[config.mk]
export PLATFORM = sky130hd
export DESIGN_NAME = bounded_integer_set_store
export DESIGN_NICKNAME = d
export VERILOG_FILES = /design/src/rtl/core/bis_pkg.sv /design/src/rtl/core/bis_ram.sv /design/src/rtl/core/bis_front.sv /design/src/rtl/core/bis_back.sv /design/src/rtl/core/bounded_integer_set_store.sv
export SDC_FILE = /design/constraint.sdc
export NUM_CORES = 2
export LEC_CHECK = 0
export ABC_AREA = 1
export BUFFER_PORTS_ARGS = -buffer_cell sky130_fd_sc_hd__buf_2
export CELL_PAD_IN_SITES_DETAIL_PLACEMENT = 0
export CELL_PAD_IN_SITES_GLOBAL_PLACEMENT = 1
export CORE_UTILIZATION = 30
export CTS_CLUSTER_DIAMETER = 150
export DETAILED_ROUTE_END_ITERATION = 10
export PLACE_DENSITY = 0.54
export SYNTH_ARGS = -nofsm -noshare
export SYNTH_HDL_FRONTEND = slang
export SYNTH_MEMORY_MAX_BITS = 65536
export SYNTH_SLANG_ARGS = --single-unit
[constraint.sdc]
create_clock -name clk -period 16.3 [get_ports clk]
set_clock_uncertainty 0.15 [all_clocks]
set_input_delay 0.815 -clock clk [delete_from_list [all_inputs] [get_ports clk]]
set_output_delay 0.815 -clock clk [all_outputs]
set_load 0.05 [all_outputs]
[src/rtl/core/bis_pkg.sv]
// ----------------------------------------------------------------------------
// bis_pkg
// Types and constants shared by the bounded integer set store.
// ----------------------------------------------------------------------------
package bis_pkg;

	localparam int CAPACITY_DEF = 128;

	typedef enum logic [0:0] {
		REQ_INSERT = 1'b0,
		REQ_REMOVE = 1'b1
	} req_kind_t;

	typedef enum logic [1:0] {
		ST_OK      = 2'd0,
		ST_FULL    = 2'd1,
		ST_PRESENT = 2'd2,
		ST_ABSENT  = 2'd3
	} status_t;

	typedef struct packed {
		logic               req_type;
		logic signed [31:0] value;
	} req_t;

	typedef struct packed {
		logic        [1:0]  status;
		logic        [7:0]  member_count;
		logic signed [31:0] largest_member;
		logic               set_empty;
	} rsp_t;

	// Classified request as held in the queue between front and back
	typedef struct packed {
		req_kind_t          kind;
		logic signed [31:0] value;
	} cmd_t;

	typedef enum logic [1:0] {
		BK_IDLE,
		BK_SCAN,
		BK_DONE
	} back_state_t;

endpackage

[src/rtl/core/bis_ram.sv]
// ----------------------------------------------------------------------------
// bis_ram
// Generic single-write, single-read RAM with registered read data.
// ----------------------------------------------------------------------------
module bis_ram #(
	parameter int WIDTH = 32,
	parameter int DEPTH = 128
) (
	input  logic                             clk,
	input  logic                             we,
	input  logic [((DEPTH > 1) ? $clog2(DEPTH) : 1)-1:0] waddr,
	input  logic [WIDTH-1:0]                 wdata,
	input  logic [((DEPTH > 1) ? $clog2(DEPTH) : 1)-1:0] raddr,
	output logic [WIDTH-1:0]                 rdata
);

	logic [WIDTH-1:0] mem [DEPTH];

	always_ff @(posedge clk) begin
		if (we) begin
			mem[waddr] <= wdata;
		end
		rdata <= mem[raddr];
	end

endmodule

[src/rtl/core/bis_front.sv]
// ----------------------------------------------------------------------------
// bis_front
// Request intake: classify each beat and hold it in a two-entry queue.
// ----------------------------------------------------------------------------
module bis_front (
	input  logic          clk,
	input  logic          arst_n,
	input  logic          req_valid,
	output logic          req_stall,
	input  bis_pkg::req_t req,
	output logic          cmd_valid,
	output bis_pkg::cmd_t cmd,
	input  logic          cmd_pop
);

	bis_pkg::cmd_t q_q [2];
	logic          wr_ptr_q;
	logic          rd_ptr_q;
	logic [1:0]    fill_q;
	logic          push;
	logic          pop;
	bis_pkg::cmd_t cmd_in;

	// Classify: decode the request code into an operation
	always_comb begin
		cmd_in.value = req.value;
		unique case (req.req_type)
			1'b0:    cmd_in.kind = bis_pkg::REQ_INSERT;
			default: cmd_in.kind = bis_pkg::REQ_REMOVE;
		endcase
	end

	assign req_stall = (fill_q == 2'd2);
	assign push      = req_valid && !req_stall;
	assign cmd_valid = (fill_q != 2'd0);
	assign pop       = cmd_pop && cmd_valid;
	assign cmd       = q_q[rd_ptr_q];

	always_ff @(posedge clk) begin
		if (push) begin
			q_q[wr_ptr_q] <= cmd_in;
		end
	end

	always_ff @(posedge clk or negedge arst_n) begin
		if (!arst_n) begin
			wr_ptr_q <= 1'b0;
			rd_ptr_q <= 1'b0;
			fill_q   <= 2'd0;
		end else begin
			if (push) begin
				wr_ptr_q <= !wr_ptr_q;
			end
			if (pop) begin
				rd_ptr_q <= !rd_ptr_q;
			end
			case ({push, pop})
				2'b10:   fill_q <= fill_q + 2'd1;
				2'b01:   fill_q <= fill_q - 2'd1;
				default: fill_q <= fill_q;
			endcase
		end
	end

endmodule

[src/rtl/core/bis_back.sv]
// ----------------------------------------------------------------------------
// bis_back
// Request execution: one scan over the stored members per request, doing
// the match search, the compaction shift and the maximum in the same pass.
// ----------------------------------------------------------------------------
module bis_back #(
	parameter int CAPACITY = bis_pkg::CAPACITY_DEF
) (
	input  logic          clk,
	input  logic          arst_n,
	input  logic          cmd_valid,
	input  bis_pkg::cmd_t cmd,
	output logic          cmd_pop,
	output logic          rsp_valid,
	input  logic          rsp_stall,
	output bis_pkg::rsp_t rsp
);

	localparam int AW = (CAPACITY > 1) ? $clog2(CAPACITY) : 1;
	localparam int CW = $clog2(CAPACITY + 1);

	bis_pkg::back_state_t state_q, state_d;

	bis_pkg::req_kind_t kind_q;
	logic signed [31:0] val_q;
	logic [CW-1:0]      count_q;
	logic [CW-1:0]      iss_q;
	logic               dv_s1;
	logic [AW-1:0]      di_s1;
	logic               found_q;
	logic               have_max_q;
	logic signed [31:0] max_q;
	logic               rsp_valid_q;
	bis_pkg::rsp_t      rsp_q;

	logic               rd_en;
	logic signed [31:0] rdata;
	logic               eq;
	logic               last;
	logic               max_upd;
	logic               we;
	logic [AW-1:0]      waddr;
	logic [31:0]        wdata;
	logic               fire;
	logic               full;
	logic               ins_ok;
	logic               rem_ok;
	logic [CW-1:0]      new_count;
	logic [1:0]         status;
	logic signed [31:0] final_max;

	bis_ram #(
		.WIDTH(32),
		.DEPTH(CAPACITY)
	) u_mem (
		.clk  (clk),
		.we   (we),
		.waddr(waddr),
		.wdata(wdata),
		.raddr(iss_q[AW-1:0]),
		.rdata(rdata)
	);

	assign rd_en = (state_q == bis_pkg::BK_SCAN) && (iss_q < count_q);
	assign eq    = (rdata == val_q);
	assign last  = dv_s1 && (CW'(di_s1) == count_q - CW'(1));

	// A removed match drops out of the maximum; on insert every member counts
	assign max_upd = (state_q == bis_pkg::BK_SCAN) && dv_s1
			&& !(eq && (kind_q == bis_pkg::REQ_REMOVE))
			&& (!have_max_q || (rdata > max_q));

	assign full   = (kind_q == bis_pkg::REQ_INSERT) && (count_q >= CW'(CAPACITY));
	assign ins_ok = (kind_q == bis_pkg::REQ_INSERT) && !full && !found_q;
	assign rem_ok = (kind_q == bis_pkg::REQ_REMOVE) && found_q;
	assign fire   = (state_q == bis_pkg::BK_DONE) && (!rsp_valid_q || !rsp_stall);

	always_comb begin
		if (full) begin
			status = bis_pkg::ST_FULL;
		end else if (kind_q == bis_pkg::REQ_INSERT) begin
			status = found_q ? bis_pkg::ST_PRESENT : bis_pkg::ST_OK;
		end else begin
			status = found_q ? bis_pkg::ST_OK : bis_pkg::ST_ABSENT;
		end

		if (ins_ok) begin
			new_count = count_q + CW'(1);
		end else if (rem_ok) begin
			new_count = count_q - CW'(1);
		end else begin
			new_count = count_q;
		end

		if (new_count == '0) begin
			final_max = '0;
		end else if (ins_ok && (!have_max_q || (val_q > max_q))) begin
			final_max = val_q;
		end else begin
			final_max = max_q;
		end
	end

	// Write port: shift down behind a removed match, or append on insert
	always_comb begin
		we    = 1'b0;
		waddr = di_s1 - AW'(1);
		wdata = rdata;
		if (state_q == bis_pkg::BK_SCAN) begin
			we = dv_s1 && !eq && found_q && (kind_q == bis_pkg::REQ_REMOVE);
		end else if (fire && ins_ok) begin
			we    = 1'b1;
			waddr = count_q[AW-1:0];
			wdata = val_q;
		end
	end

	always_comb begin
		state_d = state_q;
		cmd_pop = 1'b0;
		unique case (state_q)
			bis_pkg::BK_IDLE: begin
				if (cmd_valid) begin
					cmd_pop = 1'b1;
					state_d = (count_q == '0) ? bis_pkg::BK_DONE : bis_pkg::BK_SCAN;
				end
			end
			bis_pkg::BK_SCAN: begin
				if (last) begin
					state_d = bis_pkg::BK_DONE;
				end
			end
			bis_pkg::BK_DONE: begin
				if (fire) begin
					state_d = bis_pkg::BK_IDLE;
				end
			end
			default: state_d = bis_pkg::BK_IDLE;
		endcase
	end

	always_ff @(posedge clk or negedge arst_n) begin
		if (!arst_n) begin
			state_q <= bis_pkg::BK_IDLE;
		end else begin
			state_q <= state_d;
		end
	end

	always_ff @(posedge clk or negedge arst_n) begin
		if (!arst_n) begin
			count_q     <= '0;
			iss_q       <= '0;
			dv_s1       <= 1'b0;
			found_q     <= 1'b0;
			have_max_q  <= 1'b0;
			rsp_valid_q <= 1'b0;
		end else begin
			dv_s1 <= rd_en;
			if (cmd_pop) begin
				iss_q      <= '0;
				found_q    <= 1'b0;
				have_max_q <= 1'b0;
			end else if (rd_en) begin
				iss_q <= iss_q + CW'(1);
			end
			if ((state_q == bis_pkg::BK_SCAN) && dv_s1 && eq) begin
				found_q <= 1'b1;
			end
			if (max_upd) begin
				have_max_q <= 1'b1;
			end
			if (fire) begin
				count_q     <= new_count;
				rsp_valid_q <= 1'b1;
			end else if (!rsp_stall) begin
				rsp_valid_q <= 1'b0;
			end
		end
	end

	always_ff @(posedge clk) begin
		di_s1 <= iss_q[AW-1:0];
		if (cmd_pop) begin
			kind_q <= cmd.kind;
			val_q  <= cmd.value;
		end
		if (max_upd) begin
			max_q <= rdata;
		end
		if (fire) begin
			rsp_q.status         <= status;
			rsp_q.member_count   <= 8'(new_count);
			rsp_q.largest_member <= final_max;
			rsp_q.set_empty      <= (new_count == '0);
		end
	end

	assign rsp_valid = rsp_valid_q;
	assign rsp       = rsp_q;

endmodule

[src/rtl/core/bounded_integer_set_store.sv]
// ----------------------------------------------------------------------------
// bounded_integer_set_store
// Set of distinct signed 32-bit integers with insert and remove requests.
// ----------------------------------------------------------------------------
// Each request beat on req asks to insert (req_type 0) or remove (req_type 1)
// one value, and yields exactly one beat on rsp carrying a status (ok, set
// full, already present, not found), the member count after the request, the
// largest member (0 when empty) and an empty flag. Members live in arrival
// order in a single-port-write, single-port-read RAM; a remove closes the gap
// by shifting later members down one place. Every request walks the stored
// members once, one RAM read per cycle, finding the match, moving entries and
// tracking the maximum in the same pass; a request on an empty set skips the
// walk. A two-entry request queue lets the sender run ahead while a request
// executes, and a registered response lets the next request start while the
// previous answer still waits to be taken. member_count carries the low eight
// bits of the count. Requests are served strictly in order.
// ----------------------------------------------------------------------------
module bounded_integer_set_store #(
	parameter int CAPACITY = bis_pkg::CAPACITY_DEF
) (
	input  logic          clk,
	input  logic          arst_n,
	input  logic          req_valid,
	output logic          req_stall,
	input  bis_pkg::req_t req,
	output logic          rsp_valid,
	input  logic          rsp_stall,
	output bis_pkg::rsp_t rsp
);

	// Queue between intake and execution
	logic          cmd_valid;
	bis_pkg::cmd_t cmd;
	logic          cmd_pop;

	// Accept and classify request beats; hold up to two ahead of execution
	bis_front u_front (
		.clk      (clk),
		.arst_n   (arst_n),
		.req_valid(req_valid),
		.req_stall(req_stall),
		.req      (req),
		.cmd_valid(cmd_valid),
		.cmd      (cmd),
		.cmd_pop  (cmd_pop)
	);

	// Execute one request at a time against the member store
	bis_back #(
		.CAPACITY(CAPACITY)
	) u_back (
		.clk      (clk),
		.arst_n   (arst_n),
		.cmd_valid(cmd_valid),
		.cmd      (cmd),
		.cmd_pop  (cmd_pop),
		.rsp_valid(rsp_valid),
		.rsp_stall(rsp_stall),
		.rsp      (rsp)
	);

endmodule
==> results.md <==
- Status: completed
- Max-Cap Viols: 0
- Commonest non-fill, non-tap cell in the layout: edfxtp_1
- Inserted Clock Buffers: 453
- Starting Density: 30.2%
- Final setup violation count: 0
- Worst path max stage delay: 0.82 ns
- Post-synth net total: 13100
- Setup repair bufs after CTS: 0
- CORE AREA: 570000 um2
- Crit-path cells: buf_4 > buf_12 > buf_4 > buf_4 > o21ai_0 > o221ai_1 > nand3_1 > nand4_1 > nand3_1 > nand2_1 > nand2_1 > nand2_1
- Final worst path period share: 38.2%
- Setup WS pre-CTS: 10.09 ns
- Fin nets: 13100
- 1st-iter DRT viols: 11400
- Arr. time, crit path: 7.04 ns
- Yosys warns: 0
- Maximum vdd ir drop: 84.4 uV
- Post-CTS Resized: 0
- Buffers on Ports: 81
- DP HPWL: 315 mm
- Setup crit start kind: register
- Initial antenna violation count: 24
- Leak pwr: 47.3 nW
- Post-synthesis instance total: 13000
- Layout cells sized above 1: 9.63%
- Final GP Congestion: 0.799
- Critical-path top delay cell: dfrtp_4
- TritonRoute pass-1 iters: 6
- Vias in the first global route: 104000
- WP buf/inv: 4
- Crit Path Max Fanout: 144
- Most frequent cells in the layout: 4270 x edfxtp_1, 2380 x nor2_1, 1958 x o21ai_0
- Hold Crit Class: input pin to async pin
- Yosys reg bits: 4335
- Synthesized area: 172000 um2
- TritonCTS clock tree: yes
- Worst EP required: 17.11 ns
- Slew @ Worst Pin: 1.42 ns
- DR vias/cell: 5.24
- Gr usage total: 19.6%
- DRC viols: 0
- P per Cell Area: 114 nW/um2
- Worst setup path class: register to register
- Root buf cell: clkbuf_16
- Gr ovfl total: 0
- Via count: 110000
- Syn Area/Cell: 13.2 um2
- Die height: 759 um
- CTS sink cnt: 4335
- First-pass GRT wire length: 817 mm
- Width of the die: 759 um
- Row count: 277
- Hold Vio Cnt, Final: 0
- Post-synthesis sequential area ratio: 75.5%
- Unrepaired setup endpoints after global routing: no
- Rel. slew slack: 5.02%
- Max-slew violations: 0
- CTS H-tree lvls: 5
- Area Overhead vs Synth: 14.3%
- Tmin final: 6.23 ns
- Setup_tns: 0 ns
- WL/cell: 28.0 um
- IO Pins: 82
- Antenna violation net count after detailed routing: 0
- Clk_lat worst skew: 1.07 ns
- CTS max path bufs: 4
- Synth unique cells: 52
- Routed WL: 585 mm
- Die area: 576000 um2
- Largest net degree at the start of global routing: 180
- CP endpoint kind: register
- Max Clk Rate: 160 MHz
- Delay-heaviest family, CP: buffers and inverters
- Clock transition at path regs: 0.06 ns
- Final setup margin: 10.07 ns
[cells by family after synthesis]
kind of cell | Yosys count | share of synthesized area (%)
compound gates | 3498 | 11.6
xor+xnor | 40 | 0.204
fa+ha+maj | 78 | 0.568
buf+inv | 1056 | 2.96
flops | 4335 | 75.5
simple gates | 3971 | 9.20
[area by class of cell]
cell class                      instances  area (um2)
Multi-Input combinational cell       7587       38500
Timing Repair Buffer                  455        3540
Clock buffer                          571       12100
Sequential cell                      4335      130000
Inverter                              146         602
Tap cell                             7533        9430
Clock inverter                        271        2590
Antenna cell                           18        45.0
Fill cell                           55700      373000
[worst register-to-register path, stage by stage, from the launching register on]
cell,delay [ns]
dfrtp_4,0.82
buf_4,0.80
buf_12,0.54
buf_4,1.06
buf_4,0.74
o21ai_0,0.25
o221ai_1,0.24
nand3_1,0.11
nand4_1,0.18
nand3_1,0.29
nand2_1,0.17
nand2_1,0.46
nand2_1,0.33
[per-layer routing]
metal  share of wire, %  vias to the layer above  track usage [%]
met2                 46                     3526             31.1
met4                2.4                        2             4.58
met5             0.0012                        -                0
met1                 46                    56900             28.6
met3                6.3                      699             2.61
li1                   -                    48400                -
[cells in the mapped netlist (all sizes together)]
| master | count | area, um2 |
|---|---|---|
| o311ai | 2 | 17.5 |
| o211ai | 215 | 1620 |
| buf | 444 | 2790 |
| o21a | 6 | 45.0 |
| a21boi | 2 | 15.0 |
| a21oi | 174 | 871 |
| o32ai | 1 | 8.76 |
| o211a | 3 | 30.0 |
| dfrtp | 26 | 651 |
| xnor2 | 23 | 201 |
| nand2 | 879 | 3320 |
| nor2 | 2518 | 9470 |
| clkinv | 2 | 7.51 |
| or2 | 11 | 68.8 |
| inv | 144 | 543 |
| a31oi | 22 | 138 |
| nor4 | 3 | 18.8 |
| o31ai | 1 | 7.51 |
| xor2 | 17 | 149 |
| clkbuf | 466 | 1750 |
| nor3 | 15 | 101 |
| o221ai | 264 | 2310 |
| nand3 | 490 | 2470 |
| dfxtp | 39 | 781 |
| edfxtp | 4270 | 128000 |
| ha | 78 | 976 |
| o21bai | 1 | 7.51 |
| nand4 | 54 | 344 |
| and3 | 1 | 6.26 |
| o22ai | 628 | 3930 |
| o21ai | 2176 | 10900 |
| a21o | 3 | 22.5 |
[path summary, 6_finish.rpt]
| check | slack, ns | startpoint | depth (start not counted) | endpoint |
|---|---|---|---|---|
| max in group asynchronous | 15.22 | arst_n | 2 | u_back.iss_q[2]$_DFFE_PN0P_ |
| hold / removal | 0.19 | arst_n | 2 | u_back.rsp_valid$_DFFE_PN0P_ |
| setup / recovery | 10.07 | u_back.iss_q[0]$_DFFE_PN0P_ | 12 | u_back.u_mem.rdata[28]$_DFF_P_ |
| min in group clk | 0.32 | req[32] | 2 | u_front.q_q[0][32]$_DFFE_PP_ |
| hold reg to reg | 0.33 | u_front.q_q[0][20]$_DFFE_PP_ | 2 | u_back.val_q[20]$_DFFE_PP_ |
| setup reg to reg | 10.07 | u_back.iss_q[0]$_DFFE_PN0P_ | 12 | u_back.u_mem.rdata[28]$_DFF_P_ |
[repair_timing]
| item | 4_1_cts | 5_1_grt |
|---|---|---|
| hold buffers | 36 | 0 |
| endpoints found under the hold margin | 95 | 0 |
| endpoints found under the setup margin | 0 | 0 |
[state kept, by name, indices dropped and copies added, names as in the netlist, 2 cells and up]
register / cells
u_back.count_q: 8
u_front.fill_q: 2
u_back.iss_q: 8
u_back.rsp: 43
u_back.state_q: 2
u_back.u_mem.mem: 4096
u_back.di_s1: 7
u_back.u_mem.rdata: 32
u_back.max_q: 32
u_back.val_q: 32
u_front.q_q: 66
[per-stage QoR]
step | area (um2) | utilization, % | total power [W] | hold WS, ns | std cells
2_1_floorplan | 172000 | - | 0.0123 | 0.222 | 13000
3_3_place_gp | 181000 | 31.8 | 0.0123 | 0.342 | 20000
3_5_place_dp | 181000 | 31.8 | 0.0123 | 0.352 | 20000
4_1_cts | 196000 | 34.5 | 0.0226 | 0.124 | 20900
5_1_grt | 196000 | 34.5 | 0.0230 | 0.199 | 20900
6_report | 196000 | 34.5 | 0.0224 | 0.188 | 20900
[report_power, final]
part / internal, W / leakage, nW / switching, W / total (W)
clock: 0.00588 / 7.14 / 0.00448 / 0.0104
combinational: 0.00000867 / 15.4 / 0.00000523 / 0.0000139
sequential: 0.0121 / 24.7 / 0.00000000000000000000612 / 0.0121
total: 0.0179 / 47.3 / 0.00449 / 0.0224
No activity file was read; power rests on OpenSTA's default activity.
